**config.mk**
```make
export PLATFORM = sky130hd
export DESIGN_NAME = address_range_validity_cache_flat
export DESIGN_NICKNAME = d
export VERILOG_FILES = /design/src/rtl/arvc_pkg.sv /design/src/rtl/arvc_if.sv /design/src/rtl/address_range_validity_cache.sv /design/src/rtl/arvc_ctrl.sv /design/src/rtl/arvc_dp.sv /design/src/flat_wrapper.sv
export SDC_FILE = /design/constraint.sdc
export NUM_CORES = 2
export LEC_CHECK = 0
export ABC_AREA = 1
export BUFFER_PORTS_ARGS = -buffer_cell sky130_fd_sc_hd__clkbuf_2
export CAP_MARGIN = 20
export CORE_ASPECT_RATIO = 1.5
export CORE_MARGIN = 3
export CORE_UTILIZATION = 40
export DETAILED_ROUTE_END_ITERATION = 7
export PLACE_DENSITY_LB_ADDON = 0.1
export SLEW_MARGIN = 20
export SYNTH_ARGS = -nofsm -noshare
export SYNTH_HDL_FRONTEND = slang
export SYNTH_MEMORY_MAX_BITS = 65536
export SYNTH_SLANG_ARGS = --single-unit
```
**constraint.sdc**
```tcl
create_clock -name i_clk -period 7.25 [get_ports i_clk]
set_clock_uncertainty 0.1 [all_clocks]
set_input_delay 0 -clock i_clk [delete_from_list [all_inputs] [get_ports i_clk]]
set_output_delay 0 -clock i_clk [all_outputs]
set_load 0.01 [all_outputs]
```
**src/rtl/arvc_pkg.sv**
```systemverilog
package arvc_pkg;

    // Address and range geometry
    localparam int unsigned ADDR_W = 64;
    localparam int unsigned SPAN_W = 10;
    localparam logic [ADDR_W-1:0] EMPTY_ADDR = '1;

    // Request action codes
    localparam logic ACT_QUERY = 1'b0;
    localparam logic ACT_INVAL = 1'b1;

    typedef struct packed {
        logic              action;
        logic [ADDR_W-1:0] address;
        logic              fill_valid;
    } t_in_req;

    typedef struct packed {
        logic valid_res;
        logic hit;
    } t_out_rsp;

    typedef enum logic [2:0] {
        S_IDLE,
        S_LAST,
        S_SCAN,
        S_FILL,
        S_HOLD
    } t_state;

    // Commands from the controller to the datapath
    typedef struct packed {
        logic load;
        logic inval;
        logic take_last;
        logic scan_init;
        logic scan_step;
        logic take_scan;
        logic fill;
        logic push;
    } t_dp_cmd;

    // Status from the datapath to the controller
    typedef struct packed {
        logic last_hit;
        logic scan_hit;
        logic scan_done;
        logic out_free;
    } t_dp_sts;

    // A range covers start and the 1023 addresses after it; a range that
    // would run past the top of memory covers nothing.
    function automatic logic range_covers(logic [ADDR_W-1:0] start,
                                          logic [ADDR_W-1:0] addr);
        logic [ADDR_W:0] diff;
        logic            past_top;
        diff     = {1'b0, addr} - {1'b0, start};
        past_top = (&start[ADDR_W-1:SPAN_W]) && (|start[SPAN_W-1:0]);
        return !past_top && !diff[ADDR_W] && (diff[ADDR_W-1:SPAN_W] == '0);
    endfunction

endpackage

```
**src/rtl/arvc_if.sv**
```systemverilog
interface arvc_if #(parameter type T = logic);
    logic valid;
    logic ready;
    T     data;

    modport source (output valid, output data, input ready);
    modport sink   (input valid, input data, output ready);
endinterface

```
**src/rtl/address_range_validity_cache.sv**
```systemverilog
// Timing: a repeat of the last queried address is answered from the last-query register;
// a hit is answered when the scan reaches the oldest range that covers it; a miss
// after the scan of every held range, read one per cycle, and a fill of a new range.
// A query must finish before the next request is taken; an invalidate leaves the block ready.
// Reset: synchronous, active low; empties the cache and the last-query register.
// The range store has no clearing pass; requests are taken as soon as reset ends.
module address_range_validity_cache import arvc_pkg::*; #(
    parameter int unsigned ENTRIES = 64
) (
    input  logic  i_clk,
    input  logic  i_rst_n,
    arvc_if.sink   i_req,
    arvc_if.source o_rsp
);

    t_dp_cmd  cmd;
    t_dp_sts  sts;
    t_in_req  req;
    t_out_rsp rsp;
    logic     req_ready;
    logic     rsp_valid;

    assign req         = i_req.data;
    assign i_req.ready = req_ready;
    assign o_rsp.valid = rsp_valid;
    assign o_rsp.data  = rsp;

    // Sequence each request
    arvc_ctrl u_ctrl (
        .i_clk        (i_clk),
        .i_rst_n      (i_rst_n),
        .i_req_valid  (i_req.valid),
        .i_req_action (req.action),
        .i_sts        (sts),
        .o_req_ready  (req_ready),
        .o_cmd        (cmd)
    );

    // Hold the ranges, scan them and register the result
    arvc_dp #(
        .ENTRIES (ENTRIES)
    ) u_dp (
        .i_clk        (i_clk),
        .i_rst_n      (i_rst_n),
        .i_cmd        (cmd),
        .i_address    (req.address),
        .i_fill_valid (req.fill_valid),
        .i_out_ready  (o_rsp.ready),
        .o_sts        (sts),
        .o_out_valid  (rsp_valid),
        .o_out_data   (rsp)
    );

endmodule

```
**src/rtl/arvc_ctrl.sv**
```systemverilog
module arvc_ctrl import arvc_pkg::*; (
    input  logic    i_clk,
    input  logic    i_rst_n,
    input  logic    i_req_valid,
    input  logic    i_req_action,
    input  t_dp_sts i_sts,
    output logic    o_req_ready,
    output t_dp_cmd o_cmd
);

    t_state r_state;
    t_state n_state;

    // Hold the state
    always_ff @(posedge i_clk) begin
        if (!i_rst_n) begin
            r_state <= S_IDLE;
        end else begin
            r_state <= n_state;
        end
    end

    // Next state
    always_comb begin
        n_state = r_state;
        unique case (r_state)
            S_IDLE: begin
                if (i_req_valid && i_req_action == ACT_QUERY) begin
                    n_state = S_LAST;
                end
            end
            S_LAST: begin
                n_state = i_sts.last_hit ? S_HOLD : S_SCAN;
            end
            S_SCAN: begin
                if (i_sts.scan_hit) begin
                    n_state = S_HOLD;
                end else if (i_sts.scan_done) begin
                    n_state = S_FILL;
                end
            end
            S_FILL: begin
                n_state = S_HOLD;
            end
            S_HOLD: begin
                if (i_sts.out_free) begin
                    n_state = S_IDLE;
                end
            end
            default: n_state = S_IDLE;
        endcase
    end

    // Commands
    always_comb begin
        o_cmd       = '0;
        o_req_ready = 1'b0;
        unique case (r_state)
            S_IDLE: begin
                o_req_ready = 1'b1;
                if (i_req_valid) begin
                    o_cmd.load  = (i_req_action == ACT_QUERY);
                    o_cmd.inval = (i_req_action == ACT_INVAL);
                end
            end
            S_LAST: begin
                o_cmd.take_last = i_sts.last_hit;
                o_cmd.scan_init = !i_sts.last_hit;
            end
            S_SCAN: begin
                o_cmd.scan_step = 1'b1;
                o_cmd.take_scan = i_sts.scan_hit;
            end
            S_FILL: begin
                o_cmd.fill = 1'b1;
            end
            S_HOLD: begin
                o_cmd.push = i_sts.out_free;
            end
            default: o_cmd = '0;
        endcase
    end

endmodule

```
**src/rtl/arvc_dp.sv**
```systemverilog
module arvc_dp import arvc_pkg::*; #(
    parameter int unsigned ENTRIES = 64
) (
    input  logic              i_clk,
    input  logic              i_rst_n,
    input  t_dp_cmd           i_cmd,
    input  logic [ADDR_W-1:0] i_address,
    input  logic              i_fill_valid,
    input  logic              i_out_ready,
    output t_dp_sts           o_sts,
    output logic              o_out_valid,
    output t_out_rsp          o_out_data
);

    localparam int unsigned IW = (ENTRIES > 1) ? $clog2(ENTRIES) : 1;
    localparam int unsigned CW = $clog2(ENTRIES + 1);
    localparam logic [IW-1:0] LAST_SLOT = IW'(ENTRIES - 1);
    localparam logic [CW-1:0] FULL_CNT  = CW'(ENTRIES);
    localparam logic [CW:0]   ENT_EXT   = (CW + 1)'(ENTRIES);

    // Range store: start address above, validity bit in bit 0
    logic [ADDR_W:0]   r_mem [ENTRIES];

    logic [ADDR_W-1:0] r_addr;
    logic              r_fill;
    logic [ADDR_W-1:0] r_last_addr;
    logic              r_last_valid;
    logic [CW-1:0]     r_count;
    logic [IW-1:0]     r_oldest;
    logic [IW-1:0]     r_rd_ptr;
    logic [CW-1:0]     r_issue_cnt;
    logic              r_rd_vld;
    logic [ADDR_W:0]   r_rd_data;
    logic              r_res;
    logic              r_res_hit;
    logic              r_out_vld;
    logic              r_out_res;
    logic              r_out_hit;

    logic [IW-1:0]     n_rd_ptr;
    logic [IW-1:0]     n_oldest;
    logic [CW:0]       slot_sum;
    logic [IW-1:0]     fill_slot;
    logic              full;
    logic              issue_more;

    // Advance pointers with wrap at the last slot
    assign n_rd_ptr   = (r_rd_ptr == LAST_SLOT) ? '0 : r_rd_ptr + 1'b1;
    assign n_oldest   = (r_oldest == LAST_SLOT) ? '0 : r_oldest + 1'b1;
    assign full       = (r_count == FULL_CNT);
    assign issue_more = (r_issue_cnt != r_count);

    // Pick the slot for a new range: next free one, or the oldest when full
    assign slot_sum = {1'b0, r_count} + (CW + 1)'(r_oldest);
    always_comb begin
        if (full) begin
            fill_slot = r_oldest;
        end else if (slot_sum >= ENT_EXT) begin
            fill_slot = IW'(slot_sum - ENT_EXT);
        end else begin
            fill_slot = IW'(slot_sum);
        end
    end

    // Control state
    always_ff @(posedge i_clk) begin
        if (!i_rst_n) begin
            r_last_addr  <= EMPTY_ADDR;
            r_last_valid <= 1'b0;
            r_count      <= '0;
            r_oldest     <= '0;
            r_rd_vld     <= 1'b0;
            r_out_vld    <= 1'b0;
        end else begin
            if (i_cmd.inval) begin
                r_count     <= '0;
                r_oldest    <= '0;
                r_last_addr <= EMPTY_ADDR;
            end
            if (i_cmd.take_scan) begin
                r_last_addr  <= r_addr;
                r_last_valid <= r_rd_data[0];
            end
            if (i_cmd.fill) begin
                r_last_addr  <= r_addr;
                r_last_valid <= r_fill;
                if (full) begin
                    r_oldest <= n_oldest;
                end else begin
                    r_count <= r_count + 1'b1;
                end
            end
            if (i_cmd.scan_init) begin
                r_rd_vld <= 1'b0;
            end else if (i_cmd.scan_step) begin
                r_rd_vld <= issue_more;
            end
            if (i_cmd.push) begin
                r_out_vld <= 1'b1;
            end else if (i_out_ready) begin
                r_out_vld <= 1'b0;
            end
        end
    end

    // Request capture, scan counters and results
    always_ff @(posedge i_clk) begin
        if (i_cmd.load) begin
            r_addr <= i_address;
            r_fill <= i_fill_valid;
        end
        if (i_cmd.scan_init) begin
            r_rd_ptr    <= r_oldest;
            r_issue_cnt <= '0;
        end else if (i_cmd.scan_step && issue_more) begin
            r_rd_ptr    <= n_rd_ptr;
            r_issue_cnt <= r_issue_cnt + 1'b1;
        end
        if (i_cmd.take_last) begin
            r_res     <= r_last_valid;
            r_res_hit <= 1'b1;
        end else if (i_cmd.take_scan) begin
            r_res     <= r_rd_data[0];
            r_res_hit <= 1'b1;
        end else if (i_cmd.fill) begin
            r_res     <= r_fill;
            r_res_hit <= 1'b0;
        end
        if (i_cmd.push) begin
            r_out_res <= r_res;
            r_out_hit <= r_res_hit;
        end
    end

    // Range store: write on fill, registered read during the scan
    always_ff @(posedge i_clk) begin
        if (i_cmd.fill) begin
            r_mem[fill_slot] <= {r_addr, r_fill};
        end
        if (i_cmd.scan_step && issue_more) begin
            r_rd_data <= r_mem[r_rd_ptr];
        end
    end

    // Status
    assign o_sts.last_hit  = (r_last_addr != EMPTY_ADDR) && (r_addr == r_last_addr);
    assign o_sts.scan_hit  = r_rd_vld && range_covers(r_rd_data[ADDR_W:1], r_addr);
    assign o_sts.scan_done = !r_rd_vld && !issue_more;
    assign o_sts.out_free  = !r_out_vld || i_out_ready;

    assign o_out_valid          = r_out_vld;
    assign o_out_data.valid_res = r_out_res;
    assign o_out_data.hit       = r_out_hit;

endmodule

```
**src/flat_wrapper.sv**
```systemverilog
// flat-port wrapper written by rule: the top's interface ports become plain ports
module address_range_validity_cache_flat import arvc_pkg::*;
#(
    parameter int unsigned ENTRIES = 64
)
  (i_clk, i_rst_n, i_req_valid, i_req_data, i_req_ready, o_rsp_valid, o_rsp_data, o_rsp_ready);
  arvc_if #(.T(t_in_req)) i_req_i ();
  arvc_if #(.T(t_out_rsp)) o_rsp_i ();
  input  logic i_clk;
  input  logic i_rst_n;
  input wire logic [$bits(i_req_i.valid)-1:0] i_req_valid;
  input wire logic [$bits(i_req_i.data)-1:0] i_req_data;
  output wire logic [$bits(i_req_i.ready)-1:0] i_req_ready;
  output wire logic [$bits(o_rsp_i.valid)-1:0] o_rsp_valid;
  output wire logic [$bits(o_rsp_i.data)-1:0] o_rsp_data;
  input wire logic [$bits(o_rsp_i.ready)-1:0] o_rsp_ready;
  assign i_req_i.valid = i_req_valid;
  assign i_req_i.data = i_req_data;
  assign i_req_ready = i_req_i.ready;
  assign o_rsp_valid = o_rsp_i.valid;
  assign o_rsp_data = o_rsp_i.data;
  assign o_rsp_i.ready = o_rsp_ready;
  address_range_validity_cache #(.ENTRIES(ENTRIES)) u_core (.i_clk(i_clk), .i_rst_n(i_rst_n), .i_req(i_req_i), .o_rsp(o_rsp_i));
endmodule
```
; ---- Word-level counts from Yosys, hierarchy flattened
; Memories as Yosys holds them, arrays and structs flattened. A register that Yosys moved wholly into a read port is not among the register bits.
; Index checks and enable logic that the tools add are counted.
[totals]
regBits = 165
ram_bits = 4160
input_bits = 70
output_inout_bits = 4
n_memories = 1
[op_classes]
n_addsub = 7
magnitude_cmp = 1
eq_ne = 13
mux = 37
bitwise_logic = 2
n_reduce_logical = 27
[mem_list]
columns = name, depth, width, read_ports, rd_ports_with_merged_regs, write_ports, line
row1 = u_core.u_dp.r_mem, 64, 65, 1, 1, 1, arvc_dp.sv:22  ; logic [ADDR_W:0] r_mem [ENTRIES];
[ops]
columns = op, count
row1 = $mux 64, 3
row2 = $sub 64x64->65, 1
row3 = $eq 64x64->1, 1
row4 = $ne 64x64->1 const B, 1
row5 = $logic_not 54->1, 1
row6 = $mux 6, 9
row7 = $reduce_and 54->1, 1
row8 = $mux 7, 3
row9 = $mux 3, 5
row10 = $pmux 3 s5, 1
row11 = $add 7x1->7 const B, 2
row12 = $add 6x1->6 const B, 2
row13 = $eq 6x6->1 const B, 2
row14 = $mux 1, 12
row15 = $reduce_or 10->1, 1
row16 = $add 7x6->8, 1
row17 = $ge 8x7->1 const B, 1
row18 = $logic_and 1x1->1, 8
row19 = $mux 2, 4
row20 = $eq 7x7->1 const B, 1
row21 = $ne 7x7->1, 1
row22 = $eq 3x2->1 const B, 2
row23 = $logic_not 1->1, 6
row24 = $reduce_bool 2->1, 3
row25 = 11 further kinds, 15

; ---- Depth between registers and ports, before layout
[logic_depth]
ltp_word = 10
ltp_mapped = 27

; ---- Modules after synthesis
; A second synthesis with hierarchy kept.
[hier_totals]
cells_unflattened = 14114
area_unflattened_um2 = 176601.9
[modules_own_cells]
columns = mod, n_inst, cells_each, area_each_um2, seq_area_each_um2
row1 = arvc_dp, 1, 14071, 176364.1, 130855.5
row2 = arvc_ctrl, 1, 43, 237.7, 60.1

; ---- Least setup slack after synthesis
; OpenSTA, ideal clock, no wires.
[synth_path]
path_type = register to register
startpoint = register u_core.u_ctrl.r_state[2]
endpoint = register u_core.u_dp.r_addr[0] (enable)
arrival_time_ns = 5.317
t_required_ns = 6.582
path_slack_ns = 1.265
stages_incl_launch_ff = 4
period_less_slack_ns = 5.985
path_cell_list = dfxtp_1 nor3_1 inv_1 nor3_1
[synth_lines]
columns = item, line
row1 = from (decl), arvc_ctrl.sv:11  ; t_state r_state;
row2 = from (signal assigned), arvc_ctrl.sv:19  ; r_state <= n_state;
row3 = to (signal assigned), arvc_dp.sv:109  ; r_addr <= i_address;
row4 = to (decl), arvc_dp.sv:24  ; logic [ADDR_W-1:0] r_addr;

; ---- Final worst setup path
[layout_path]
startpoint = register u_core.u_dp.r_addr[45]
endpoint = register u_core.u_dp.r_last_addr[15]
[layout_between]
elab_chain_cells = 8
[layout_lines]
columns = item, line
row1 = $sub 64x64->65 (*), arvc_pkg.sv:57  ; diff = {1'b0, addr} - {1'b0, start};
row2 = branches (longest 2 deep; another with $logic_not 54->1), n/a
row3 = $logic_and 1x1->1 (*), arvc_pkg.sv:59  ; return !past_top && !diff[ADDR_W] && (diff[ADDR_W-1:SPAN_W] == '0);
row4 = $logic_and 1x1->1 (*), arvc_dp.sv:147  ; assign o_sts.scan_hit = r_rd_vld && range_covers(r_rd_data[ADDR_W:1], r_addr);
row5 = $mux 2 (*), arvc_ctrl.sv:58  ; unique case (r_state)
row6 = $mux 64, arvc_dp.sv:80  ; if (i_cmd.take_scan) begin
row7 = $mux 64, arvc_dp.sv:84  ; if (i_cmd.fill) begin
row8 = to (signal assigned), arvc_dp.sv:81  ; r_last_addr <= r_addr;
row9 = to (signal assigned), arvc_dp.sv:85  ; r_last_addr <= r_addr;
row10 = to (decl), arvc_dp.sv:26  ; logic [ADDR_W-1:0] r_last_addr;
; Every way passes the cells marked *.
; A chain may end at the register's enable or synchronous reset.

==> flow_metrics.tcl <==
set metrics [dict create \
    placed_area_sq_um 187000 \
    gr-total-overflow 0 \
    vias_per_cell 6.03 \
    die_w_um 550 \
    hold_viol_final 0 \
    finalCritPeriodShare_pct 70.8 \
    r2r_cells 22 \
    path_buf_inv 4 \
    area_growth_pct 14.1 \
    dr.first_iter.drc_count 16100 \
    place_congestion 0.953 \
    drive_above_1_share_pct 8.02 \
    slew_viol_final 0 \
    synth_top_area_share_pct 72.7 \
    crit_slowest_cell "nand2_4" \
    die_h_um 822 \
    coreArea_sq_um 442000 \
    crit_path_start_kind "flop" \
    drc 0 \
    synth_nets 14600 \
    dr.pass1.iters 6 \
    fp.dieArea_sq_um 452000 \
    synthArstFlopShare_pct 0 \
    fp-row-count 299 \
    crit_top_cell "nand2_1" \
    setup_violations 0 \
    cts_made_buffers 430 \
    p_per_area_nw_per_um2 381 \
    hp-class "input port to flop" \
    numPortBuffers 73 \
    final_area_sq_um 203000 \
    io_pins 74 \
    htreeDepth 5 \
    syn_avg_cell_area_sq_um 12.3 \
    synth_area_sq_um 178000 \
    worstPathArrival_ps 5900 \
    p_leak_nw 66.9 \
    grt_max_degree 191 \
    seq_area_frac_synth_pct 73.7 \
    holdWs_ps 66.5 \
    ys_ff_latch 4390 \
    path_max_fanout 67 \
    grtUsageTotal_pct 31.0 \
    tightest_slew_ps 1240 \
    antenna_found_initial 70 \
    p_total_mw 77.2 \
    start_util_pct 40.1 \
    nNetsFinal 14700 \
    synthCells 14500 \
    vias 126000 \
    grt_pass1_wl_um 979000 \
    fmax_mhz 195 \
    synth_area_leaders "edfxtp_1 (73%), o21ai_0 (7.6%), nor2_1 (6.4%)" \
    status "finished, final reports clean" \
    rsz0062_at_grt "false" \
    synth_top_area_cell "edfxtp_1" \
    crit_chain "buf_4 > ha_1 > nand2_1 > nor2_1 > inv_1 > nor2_1 > nand2_1 > nor2_1 > nand2_1 > nand4_1 > nand2_1 > inv_1 > nand2_1 > nor2_1 > nand2_1 > nor2_2 > nand4_4 > nand2_4 > buf_4 > nand2_1 > nand2_1 > nand2_1" \
    clk_path_buf_depth 4 \
    period_needed_ps 5130 \
    synth_edf_count 4299 \
    max-vdd-ir-drop_uv 332 \
    synth_flop_cell "edfxtp_1" \
    holdPathStages 2 \
    cts_tree "built" \
    cp.required_ps 8010 \
    fin_tns_setup_ps 0 \
    clk_latency_ps 1050 \
    cp.depth 22 \
    crit_family "simple AND/OR/NAND/NOR gates" \
    cts_sinks 4390 \
    cts_root_buf "clkbuf_16" \
    path_clk_slew_ps 70 \
    place_hpwl_um 403000 \
    yosys_warnings 0 \
    maxCapViolations 0 \
    synth.distinct_cells 45 \
    routed_wl_um 723000 \
    wire_per_inst_um 34.7 \
    crit_type "flop to flop" \
    slowest_delay_ps 520 \
    slew_headroom_pct 17.1 \
    grt_pass1_vias 119000 \
    ant_nets 0 \
    endpoint_kind "flop" \
]
logic make-up (layout without fill, tap and decap cells):
family / after synthesis / in the layout / synth area share, %
XOR/XNOR: 62 / 62 / 0.306
AO/OA/AOI/OAI: 4180 / 4180 / 12.9
AND/OR/NAND/NOR: 4231 / 4231 / 9.28
other: 0 / 50 / 0
buffers and inverters: 1528 / 1974 / 3.26
adder cells (fa/ha/maj): 74 / 74 / 0.526
flip-flops: 4390 / 4390 / 73.7
cell usage after synthesis (8+ instances only):
cell and count:
nand2_1 918, o32ai_1 61, buf_1 29, nand3_1 87
edfxtp_1 4299, a21oi_1 74, dfxtp_1 91, clkinv_1 8
ha_1 73, o22ai_1 1320, o21ai_0 2699, nor2_1 3034
nor3_1 24, nand4_1 106, xnor2_1 11, nor4_1 33
clkbuf_1 906, inv_1 566, xor2_1 51
worst register-to-register path, delay by kind of cell (launching register included):
family | cells | cell delay, ps
fa+ha+maj | 1 | 480
buf+inv | 4 | 1160
flops | 1 | 320
simple gates | 17 | 2920
what timing repair did:
item | in CTS | in global routing
hold buffers | 132 | 0
gates resized for setup | 0 | 0
endpoints found under the setup margin | 0 | 0
buffers inserted | 0 | 0
endpoints found under the hold margin | 215 | 0
state kept, by name (all words and copies together), names as in the netlist, 3 cells and up:
name and cells:
u_core.u_dp.r_rd_ptr 6, u_core.u_dp.r_oldest 6, u_core.u_dp.r_count 7, u_core.u_dp.r_addr 64
u_core.u_dp.r_rd_data 65, u_core.u_dp.r_mem 4160, u_core.u_dp.r_last_addr 64, u_core.u_dp.r_issue_cnt 7
u_core.u_ctrl.r_state 3
path summary, 6_finish.rpt:
kind                                            from                                        to  slack, ps
min                                   i_req_data[11]          u_core.u_dp.r_addr[10]$_DFFE_PP_         70
max                 u_core.u_dp.r_addr[45]$_DFFE_PP_  u_core.u_dp.r_last_addr[15]$_SDFFE_PN1P_       2120
max reg2reg         u_core.u_dp.r_addr[45]$_DFFE_PP_  u_core.u_dp.r_last_addr[15]$_SDFFE_PN1P_       2120
min reg2reg  u_core.u_dp.r_issue_cnt[6]$_SDFFE_PP0P_   u_core.u_dp.r_issue_cnt[6]$_SDFFE_PP0P_        400
cell type report:
class | count | area (sq um)
Clock buffer | 517 | 11300
Inverter | 579 | 2220
Antenna cell | 50 | 125
Sequential cell | 4390 | 131000
Fill cell | 39800 | 240000
Multi-Input combinational cell | 8547 | 41400
Timing Repair Buffer | 598 | 6340
Tap cell | 5869 | 7340
Clock inverter | 280 | 2950
cell usage in the layout, fill, tap and decap left out, drive strengths merged, types with 132 or more instances in the layout:
cell	count
buf	394
clkbuf	589
clkinv	205
dlygate4sd3	132
edfxtp	4299
inv	586
nand2	918
nor2	3042
o21ai	2699
o22ai	1320
per-layer routing:
metal,global-route usage (%),vias up,part of all wire [%]
met4,14.7,34,5.5
met5,0,-,0.033
met3,4.13,1381,7.0
li1,-,53200,-
met1,38.5,65000,37
met2,53.3,6020,50
power by group:
part           total [mW]  internal, mW  switching [mW]
registers            28.8          28.6           0.183
clock network        23.0          13.0            10.1
logic                25.4          6.57            18.8
total                77.2          48.2            29.1
per-stage QoR:
stage	setup WS [ps]	util, %	std cells
2_1_floorplan	1260	-	14500
3_3_place_gp	1750	42.2	19800
3_5_place_dp	2220	42.3	19900
4_1_cts	2190	45.8	20800
5_1_grt	1910	45.8	20800
6_report	2120	45.8	20800
(Power assumes the default switching activity.)
